===== src/rtl/integer_to_ascii_radix_core_assert.svh =====
// Assertion macros shared by the conversion core and its divider.
`ifndef INTEGER_TO_ASCII_RADIX_CORE_ASSERT_SVH
`define INTEGER_TO_ASCII_RADIX_CORE_ASSERT_SVH

// Checked on every clock edge except while reset is applied.
`define ITOA_ASSERT(lbl, prop, msg) \
    lbl: assert property (@(posedge clk) disable iff (!rst_n) prop) \
        else $error(msg);

// Checked on every clock edge, reset included.
`define ITOA_ASSERT_ALWAYS(lbl, prop, msg) \
    lbl: assert property (@(posedge clk) prop) \
        else $error(msg);

`endif


===== src/rtl/itoa_pkg.sv =====
`default_nettype none

package itoa_pkg;

    // Width of the integer being converted.
    localparam int VALUE_BITS = 32;

    // The divider retires this many quotient bits per cycle.
    localparam int STEP_BITS  = 8;
    localparam int DIV_CYCLES = (VALUE_BITS + STEP_BITS - 1) / STEP_BITS;
    localparam int DIV_W      = DIV_CYCLES * STEP_BITS;
    localparam int DCNT_W     = (DIV_CYCLES > 1) ? $clog2(DIV_CYCLES) : 1;

    // Input stream data is the value padded to whole bytes.
    localparam int IN_TDATA_W = DIV_W;

    // Radix 2 gives the longest digit string.
    localparam int MAX_DIGITS = VALUE_BITS;
    localparam int IDX_W      = $clog2(MAX_DIGITS);
    localparam int CNT_W      = $clog2(MAX_DIGITS + 1);

    localparam int RADIX_W = 6;
    localparam int DIGIT_W = 5;
    localparam int CHAR_W  = 7;
    localparam int OUT_TDATA_W = 8;

    localparam logic [RADIX_W-1:0] RADIX_RESET = 6'd10;
    localparam logic [RADIX_W-1:0] RADIX_MIN   = 6'd2;
    localparam logic [RADIX_W-1:0] RADIX_MAX   = 6'd32;
    localparam logic [RADIX_W-1:0] RADIX_DEC   = 6'd10;

    localparam logic [CHAR_W-1:0] ASCII_ZERO   = 7'd48;
    localparam logic [CHAR_W-1:0] ASCII_LETTER = 7'd65;
    localparam logic [CHAR_W-1:0] ASCII_MINUS  = 7'd45;
    localparam logic [CHAR_W-1:0] DIGIT_TEN    = 7'd10;

    // Configuration address map: one register, word index in paddr[2].
    localparam int APB_ADDR_W = 3;
    localparam int APB_DATA_W = 32;
    localparam logic REG_RADIX = 1'b0;

    // Status of the shared divider as seen by the sequencer.
    typedef struct packed {
        logic busy;
        logic done;
    } div_stat_t;

    // Map a digit value to its ASCII character.
    function automatic logic [CHAR_W-1:0] digit_char(input logic [DIGIT_W-1:0] d);
        logic [CHAR_W-1:0] dz;
        dz = CHAR_W'(d);
        if (dz >= DIGIT_TEN)
        begin
            return ASCII_LETTER + dz - DIGIT_TEN;
        end
        return ASCII_ZERO + dz;
    endfunction

endpackage

`default_nettype wire


===== src/rtl/itoa_div.sv =====
`default_nettype none

// Restoring divider by the radix, STEP_BITS quotient bits per cycle.
module itoa_div (
    input  wire logic                          clk,
    input  wire logic                          rst_n,
    input  wire logic                          start,
    input  wire logic [itoa_pkg::DIV_W-1:0]    dividend,
    input  wire logic [itoa_pkg::RADIX_W-1:0]  divisor,
    output itoa_pkg::div_stat_t                stat,
    output logic      [itoa_pkg::DIV_W-1:0]    quotient,
    output logic      [itoa_pkg::DIGIT_W-1:0]  remainder
);
    import itoa_pkg::*;

    `include "integer_to_ascii_radix_core_assert.svh"

    logic [DIV_W-1:0]   dq_reg, dq_next;
    logic [DIGIT_W-1:0] rem_reg, rem_next;
    logic [RADIX_W-1:0] div_reg;
    logic [DCNT_W-1:0]  cnt_reg;
    logic               busy_reg;
    logic               done_reg;

    // Several shift-subtract steps on the narrow partial remainder.
    always_comb
    begin
        logic [DIGIT_W:0]   t;
        logic [DIGIT_W-1:0] r;
        logic [DIV_W-1:0]   d;
        r = rem_reg;
        d = dq_reg;
        for (int i = 0; i < STEP_BITS; i++)
        begin
            t = {r, d[DIV_W-1]};
            d = {d[DIV_W-2:0], 1'b0};
            if (t >= div_reg)
            begin
                t    = t - div_reg;
                d[0] = 1'b1;
            end
            r = t[DIGIT_W-1:0];
        end
        rem_next = r;
        dq_next  = d;
    end

    // Control: load on start, step while busy until the step count is reached, pulse done.
    always_ff @(posedge clk or negedge rst_n)
    begin
        if (!rst_n)
        begin
            busy_reg <= 1'b0;
            done_reg <= 1'b0;
            cnt_reg  <= '0;
        end
        else
        begin
            done_reg <= 1'b0;
            if (start)
            begin
                busy_reg <= 1'b1;
                cnt_reg  <= '0;
            end
            else if (busy_reg)
            begin
                cnt_reg <= cnt_reg + 1'b1;
                if (cnt_reg == DCNT_W'(DIV_CYCLES - 1))
                begin
                    busy_reg <= 1'b0;
                    done_reg <= 1'b1;
                end
            end
        end
    end

    // Datapath registers.
    always_ff @(posedge clk)
    begin
        if (start)
        begin
            dq_reg  <= dividend;
            rem_reg <= '0;
            div_reg <= divisor;
        end
        else if (busy_reg)
        begin
            dq_reg  <= dq_next;
            rem_reg <= rem_next;
        end
    end

    assign stat.busy = busy_reg;
    assign stat.done = done_reg;
    assign quotient  = dq_reg;
    assign remainder = rem_reg;

    `ITOA_ASSERT(a_start_idle, start |-> !busy_reg, "divider started while busy")
    `ITOA_ASSERT(a_done_after_busy, done_reg |-> $past(busy_reg), "done without a run")
    `ITOA_ASSERT(a_rem_below_div, done_reg |-> ({1'b0, rem_reg} < div_reg),
        "remainder not below divisor")

endmodule

`default_nettype wire


===== src/rtl/integer_to_ascii_radix_core.sv =====
// Each digit costs one division by the radix in the shared divider.
// A new request is accepted only once the core is back in idle; a sign character and output stalls delay that.
// The longest result is a 32-digit binary string.
// Reset: rst_n is asynchronous, active low; radix returns to 10 and the core goes idle.
`default_nettype none

module integer_to_ascii_radix_core (
    input  wire logic                              clk,
    input  wire logic                              rst_n,
    // Input stream: tdata = value[31:0] (signed in radix 10, unsigned in every other radix).
    input  wire logic                              s_tvalid,
    output logic                                   s_tready,
    input  wire logic [itoa_pkg::IN_TDATA_W-1:0]   s_tdata,
    // Output stream: tdata = char_code[6:0], zero pad[7]; tlast = last.
    output logic                                   m_tvalid,
    input  wire logic                              m_tready,
    output logic      [itoa_pkg::OUT_TDATA_W-1:0]  m_tdata,
    output logic                                   m_tlast,
    // Configuration port.
    input  wire logic                              psel,
    input  wire logic                              penable,
    input  wire logic                              pwrite,
    input  wire logic [itoa_pkg::APB_ADDR_W-1:0]   paddr,
    input  wire logic [itoa_pkg::APB_DATA_W-1:0]   pwdata,
    output logic      [itoa_pkg::APB_DATA_W-1:0]   prdata,
    output logic                                   pready
);
    import itoa_pkg::*;

    `include "integer_to_ascii_radix_core_assert.svh"

    localparam logic [1:0] ST_IDLE = 2'd0;
    localparam logic [1:0] ST_DIV  = 2'd1;
    localparam logic [1:0] ST_EMIT = 2'd2;

    logic [1:0]         state_reg;
    logic [RADIX_W-1:0] radix_reg;
    logic               neg_reg;
    logic [CNT_W-1:0]   ndig_reg;
    logic [CNT_W-1:0]   ptr_reg;
    logic [DIGIT_W-1:0] dig_mem [MAX_DIGITS];
    logic               m_tvalid_reg;
    logic [CHAR_W-1:0]  char_reg;
    logic               last_reg;

    logic               s_accept;
    logic               cfg_write;
    logic [RADIX_W-1:0] wr_radix;
    logic               in_neg;
    logic [VALUE_BITS-1:0] in_val;
    logic [VALUE_BITS-1:0] in_mag;
    logic               div_start;
    logic [DIV_W-1:0]   div_dividend;
    div_stat_t          div_stat;
    logic [DIV_W-1:0]   div_quot;
    logic [DIGIT_W-1:0] div_rem;
    logic               q_zero;
    logic               out_load;
    logic [CNT_W-1:0]   ptr_dec;

    // Configuration register: out-of-range radix writes are dropped.
    assign pready    = 1'b1;
    assign cfg_write = psel && penable && pwrite && pready && (paddr[2] == REG_RADIX);
    assign wr_radix  = pwdata[RADIX_W-1:0];
    assign prdata    = (paddr[2] == REG_RADIX) ? APB_DATA_W'(radix_reg) : '0;

    always_ff @(posedge clk or negedge rst_n)
    begin
        if (!rst_n)
        begin
            radix_reg <= RADIX_RESET;
        end
        else if (cfg_write && (wr_radix >= RADIX_MIN) && (wr_radix <= RADIX_MAX))
        begin
            radix_reg <= wr_radix;
        end
    end

    // Input side: only decimal treats the value as signed.
    assign s_tready = (state_reg == ST_IDLE);
    assign s_accept = s_tvalid && s_tready;
    assign in_val   = s_tdata[VALUE_BITS-1:0];
    assign in_neg   = (radix_reg == RADIX_DEC) && in_val[VALUE_BITS-1];
    assign in_mag   = in_neg ? (~in_val + 1'b1) : in_val;

    // Each division starts from the input or from the previous quotient.
    assign q_zero       = (div_quot == '0);
    assign div_start    = s_accept || (div_stat.done && !q_zero);
    assign div_dividend = s_accept ? DIV_W'(in_mag) : div_quot;

    itoa_div u_div (
        .clk       (clk),
        .rst_n     (rst_n),
        .start     (div_start),
        .dividend  (div_dividend),
        .divisor   (radix_reg),
        .stat      (div_stat),
        .quotient  (div_quot),
        .remainder (div_rem)
    );

    // Digits arrive least significant first and are read back in reverse.
    always_ff @(posedge clk)
    begin
        if (div_stat.done)
        begin
            dig_mem[ndig_reg[IDX_W-1:0]] <= div_rem;
        end
    end

    assign ptr_dec  = ptr_reg - 1'b1;
    assign out_load = (state_reg == ST_EMIT) && (!m_tvalid_reg || m_tready);

    // Sequencer: divide until the quotient is zero, then emit the string.
    always_ff @(posedge clk or negedge rst_n)
    begin
        if (!rst_n)
        begin
            state_reg <= ST_IDLE;
            neg_reg   <= 1'b0;
            ndig_reg  <= '0;
            ptr_reg   <= '0;
        end
        else
        begin
            case (state_reg)
                ST_IDLE:
                begin
                    if (s_accept)
                    begin
                        neg_reg   <= in_neg;
                        ndig_reg  <= '0;
                        state_reg <= ST_DIV;
                    end
                end
                ST_DIV:
                begin
                    if (div_stat.done)
                    begin
                        ndig_reg <= ndig_reg + 1'b1;
                        if (q_zero)
                        begin
                            ptr_reg   <= ndig_reg + 1'b1;
                            state_reg <= ST_EMIT;
                        end
                    end
                end
                ST_EMIT:
                begin
                    if (out_load)
                    begin
                        if (neg_reg)
                        begin
                            neg_reg <= 1'b0;
                        end
                        else
                        begin
                            ptr_reg <= ptr_dec;
                            if (ptr_dec == '0)
                            begin
                                state_reg <= ST_IDLE;
                            end
                        end
                    end
                end
                default:
                begin
                    state_reg <= ST_IDLE;
                end
            endcase
        end
    end

    // Output register decouples the result stream from the sequencer.
    always_ff @(posedge clk or negedge rst_n)
    begin
        if (!rst_n)
        begin
            m_tvalid_reg <= 1'b0;
        end
        else if (out_load)
        begin
            m_tvalid_reg <= 1'b1;
        end
        else if (m_tready)
        begin
            m_tvalid_reg <= 1'b0;
        end
    end

    always_ff @(posedge clk)
    begin
        if (out_load)
        begin
            if (neg_reg)
            begin
                char_reg <= ASCII_MINUS;
                last_reg <= 1'b0;
            end
            else
            begin
                char_reg <= digit_char(dig_mem[ptr_dec[IDX_W-1:0]]);
                last_reg <= (ptr_dec == '0);
            end
        end
    end

    assign m_tvalid = m_tvalid_reg;
    assign m_tdata  = OUT_TDATA_W'(char_reg);
    assign m_tlast  = last_reg;

    `ITOA_ASSERT(a_div_after_accept, s_accept |=> div_stat.busy, "divider not started")
    `ITOA_ASSERT(a_done_in_div, div_stat.done |-> (state_reg == ST_DIV),
        "digit produced outside the divide phase")
    `ITOA_ASSERT(a_emit_has_digits, (state_reg == ST_EMIT) |-> (ptr_reg != '0),
        "emit phase with no digit left")
    `ITOA_ASSERT(a_digit_bound, ndig_reg <= CNT_W'(MAX_DIGITS),
        "digit count beyond storage")

endmodule

`default_nettype wire

===== config.mk =====
export PLATFORM = sky130hd
export DESIGN_NAME = integer_to_ascii_radix_core
export DESIGN_NICKNAME = d
export VERILOG_FILES = /design/src/rtl/itoa_pkg.sv /design/src/rtl/itoa_div.sv /design/src/rtl/integer_to_ascii_radix_core.sv
export VERILOG_INCLUDE_DIRS = /design/src /design/src/rtl
export SDC_FILE = /design/constraint.sdc
export NUM_CORES = 1
export LEC_CHECK = 0
export BUFFER_PORTS_ARGS = -buffer_cell sky130_fd_sc_hd__buf_2
export CORE_ASPECT_RATIO = 0.8
export CORE_MARGIN = 1
export CORE_UTILIZATION = 51
export DETAILED_ROUTE_END_ITERATION = 6
export PLACE_DENSITY = 0.7
export SETUP_SLACK_MARGIN = 0.02
export SLEW_MARGIN = 20
export SYNTH_ARGS = -nofsm -noshare
export SYNTH_HDL_FRONTEND = slang
export SYNTH_SLANG_ARGS = --single-unit

===== constraint.sdc =====
create_clock -name clk -period 17.8 [get_ports clk]
set_input_delay 3.56 -clock clk [delete_from_list [all_inputs] [get_ports clk]]
set_output_delay 3.56 -clock clk [all_outputs]
set_load 0.02 [all_outputs]

==> run summary <==
outcome - completed
CTS tree - yes
clk_lat worst skew - 520 ps
synthesized instance count - 1,023
RePlAce Congestion - 0.835
worst hold path type - flop to flop
H-tree levels - 1
CORE AREA - 24,500 µm²
CP max FO - 11
initial DRC count - 872
final WL - 27.4 mm
Ports - 118
Final ANT Viol Nets - 0
Mean Syn Cell Area - 12.6 µm²
largest net degree at the start of global routing - 80
max FFs per register - 160
DRT Pass-1 Iters - 7
final instance area - 14,200 µm²
initial core utilization - 0.524
critical path class - flop to flop
biggest area consumer among synthesized cells - edfxtp_1
MaxCap Viol Count - 0
CTS buffer count - 24
post-synthesis cell type count - 72
Final Setup Violations - 0
fin crit share - 0.892
vias in the first global route - 7,599
first-pass GRT wire length - 43.0 mm
share of Yosys cell area claimed by the top area cell type - 0.482
Yosys Warn Count - 0
slowest stage cell, crit path - edfxtp_1
worst hold endpoint - ndig_reg[5]
Root Driver - clkbuf_16
Worst Reg2Reg Path Length in Cells - 58
HP Start - ndig_reg[5]
CP arrival - 16,270 ps
FILL cells - 1,980
Via density - 5.86
# rows - 51
Tmin final - 15,880 ps
Die ar. - 25,800 µm²
Min Hold Slack - 500 ps
Max Clock Freq - 63.0 MHz
fraction of registers with async set or reset after synthesis - 0.110
CTS resizes - 0
RSZ-0062 raised after global routing - false
Die H - 144 µm
CP most frequent cell - ha_1
crit path setup slack, layout - 1920 ps
DRC - 0
Die X - 179 µm
slowest stage delay, CP - 690 ps
Layout Skew - 24.4 ps
worst-case clock buffer depth - 3
reg2reg end - u_div.remainder[3]
Final Hold Vio Count - 0
Syn-to-layout area delta - 10.5%
cell area after synthesis - 12,800 µm²
grt ovf - 0
routed length per instance - 19.3 µm
register-to-register setup slack - 1920 ps
total global routing track utilization - 0.217
CP required - 18,190 ps
Ant. Diodes - 0
Post-synth EDFFs - 206
layout cells sized above 1 - 0.169
Post-CTS Hold Fix Bufs - 0
nets - 1,225
r2r startpoint - u_div.div_reg[1]
antenna violations before repair - 0
number of synthesized register bits - 237
Placement Setup Slack - 2020 ps
vias post-DR - 8,315
multi-input logic area - 5440 µm²
Rel. slew slack - 0.403
I/O Buffers - 61
sequential area share after synthesis - 0.540
Clock Sinks - 237
Critical Path Sink Type - flop
worst hold stages - 2
postcts setup bufs - 0
Final Max Slew Viols - 0
synth top area cells - edfxtp_1 (48%), mux4_2 (6.8%), ha_1 (5.6%), dfrtp_1 (4.7%), nor2_1 (3.4%)
Fin Setup TNS - 0 ps
detailed placer's ending HPWL - 18.8 mm
Clock transition at path regs - 60 ps
Storage cell area - 6940 µm²
Post-synth top flop - edfxtp_1
placed inst area - 13,400 µm²
Worst Tran Pin Value - 892 ps
Startpoint Class - flop
[cell usage in the layout (no fill, tap or decap), drive strengths merged, types with 28 or more instances in the layout]
cell and n:
edfxtp 206, mux4 46, conb 28, buf 74, nand2 60, xor2 33, inv 51, ha 58
a21oi 54, nor2 116, o21ai 50
[kinds of logic after synthesis]
kind of cell | Yosys count | synth area share
buffers and inverters | 115 | 0.0449
other | 2 | 0.000585
AND/OR/NAND/NOR | 286 | 0.106
flip-flops | 237 | 0.540
adder cells (fa/ha/maj) | 66 | 0.0690
multiplexers | 74 | 0.106
AO/OA/AOI/OAI | 183 | 0.0906
XOR/XNOR | 60 | 0.0430
[layer usage]
metal | vias to the layer above | routed length, µm | global-route usage
met5 | - | 0 | 0
met4 | 0 | 362 | 0.0408
met3 | 26 | 1910 | 0.0307
met2 | 301 | 11600 | 0.316
met1 | 4090 | 13600 | 0.344
li1 | 3898 | - | -
[area by class of cell]
| cell class | count | share of cell area |
|---|---|---|
| Tap cell | 318 | 0.0280 |
| Clock inverter | 16 | 0.0149 |
| Sequential cell | 237 | 0.489 |
| Timing Repair Buffer | 74 | 0.0284 |
| Multi-Input combinational cell | 697 | 0.383 |
| Clock buffer | 26 | 0.0428 |
| Inverter | 51 | 0.0135 |
[worst max-delay path by stage]
stage	start	endpoint	slack, ps	cells after the start
5_1_grt	u_div.div_reg[1]	u_div.remainder[4]	580	58
4_1_cts	u_div.div_reg[1]	u_div.remainder[3]	1950	57
3_5_place_dp	u_div.div_reg[1]	u_div.remainder[4]	2020	57
3_3_place_gp	u_div.div_reg[1]	u_div.remainder[3]	2120	58
6_report	u_div.div_reg[1]	u_div.remainder[3]	1920	58
2_1_floorplan	u_div.div_reg[1]	u_div.remainder[4]	4070	56
[cell usage after synthesis (3+ instances only)]
library cell / instances
xor2_1: 32
or3_1: 7
clkbuf_1: 27
edfxtp_1: 206
mux2_2: 17
nand3_1: 11
and2_1: 3
ha_1: 58
mux4_1: 7
a21o_1: 16
nand3b_1: 4
dfrtp_1: 24
dfxtp_1: 5
o21ai_0: 49
o41ai_1: 3
a21oi_1: 54
nand2_1: 59
xnor2_1: 26
nand4_1: 7
inv_1: 50
or4_1: 3
nor3_1: 21
mux2i_1: 11
nand2b_1: 7
nor4_1: 11
o22ai_1: 4
and3_1: 5
fa_1: 8
nor2b_1: 18
a211oi_1: 6
o31ai_1: 13
buf_2: 4
mux4_2: 39
o21a_1: 7
nor2_1: 116
buf_4: 29
o31a_1: 4
a31oi_1: 8
[stage by stage]
| step | instances | util |
|---|---|---|
| 2_1_floorplan | 1049 | - |
| 3_3_place_gp | 1377 | 0.546 |
| 3_5_place_dp | 1377 | 0.546 |
| 4_1_cts | 1419 | 0.579 |
| 5_1_grt | 1419 | 0.579 |
| 6_report | 1419 | 0.579 |
[critical path: cells and delay by family, from the launching register on]
family                   cells  cell delay [ps]
AO/OA/AOI/OAI               28             6840
flip-flops                   1              690
buffers and inverters        7             1600
multiplexers                 3             1140
adder cells (fa/ha/maj)      8             2720
AND/OR/NAND/NOR             12             2750
Power is not shown: default switching activity piles up to over one toggle a cycle in this logic, so the estimate is an artifact.
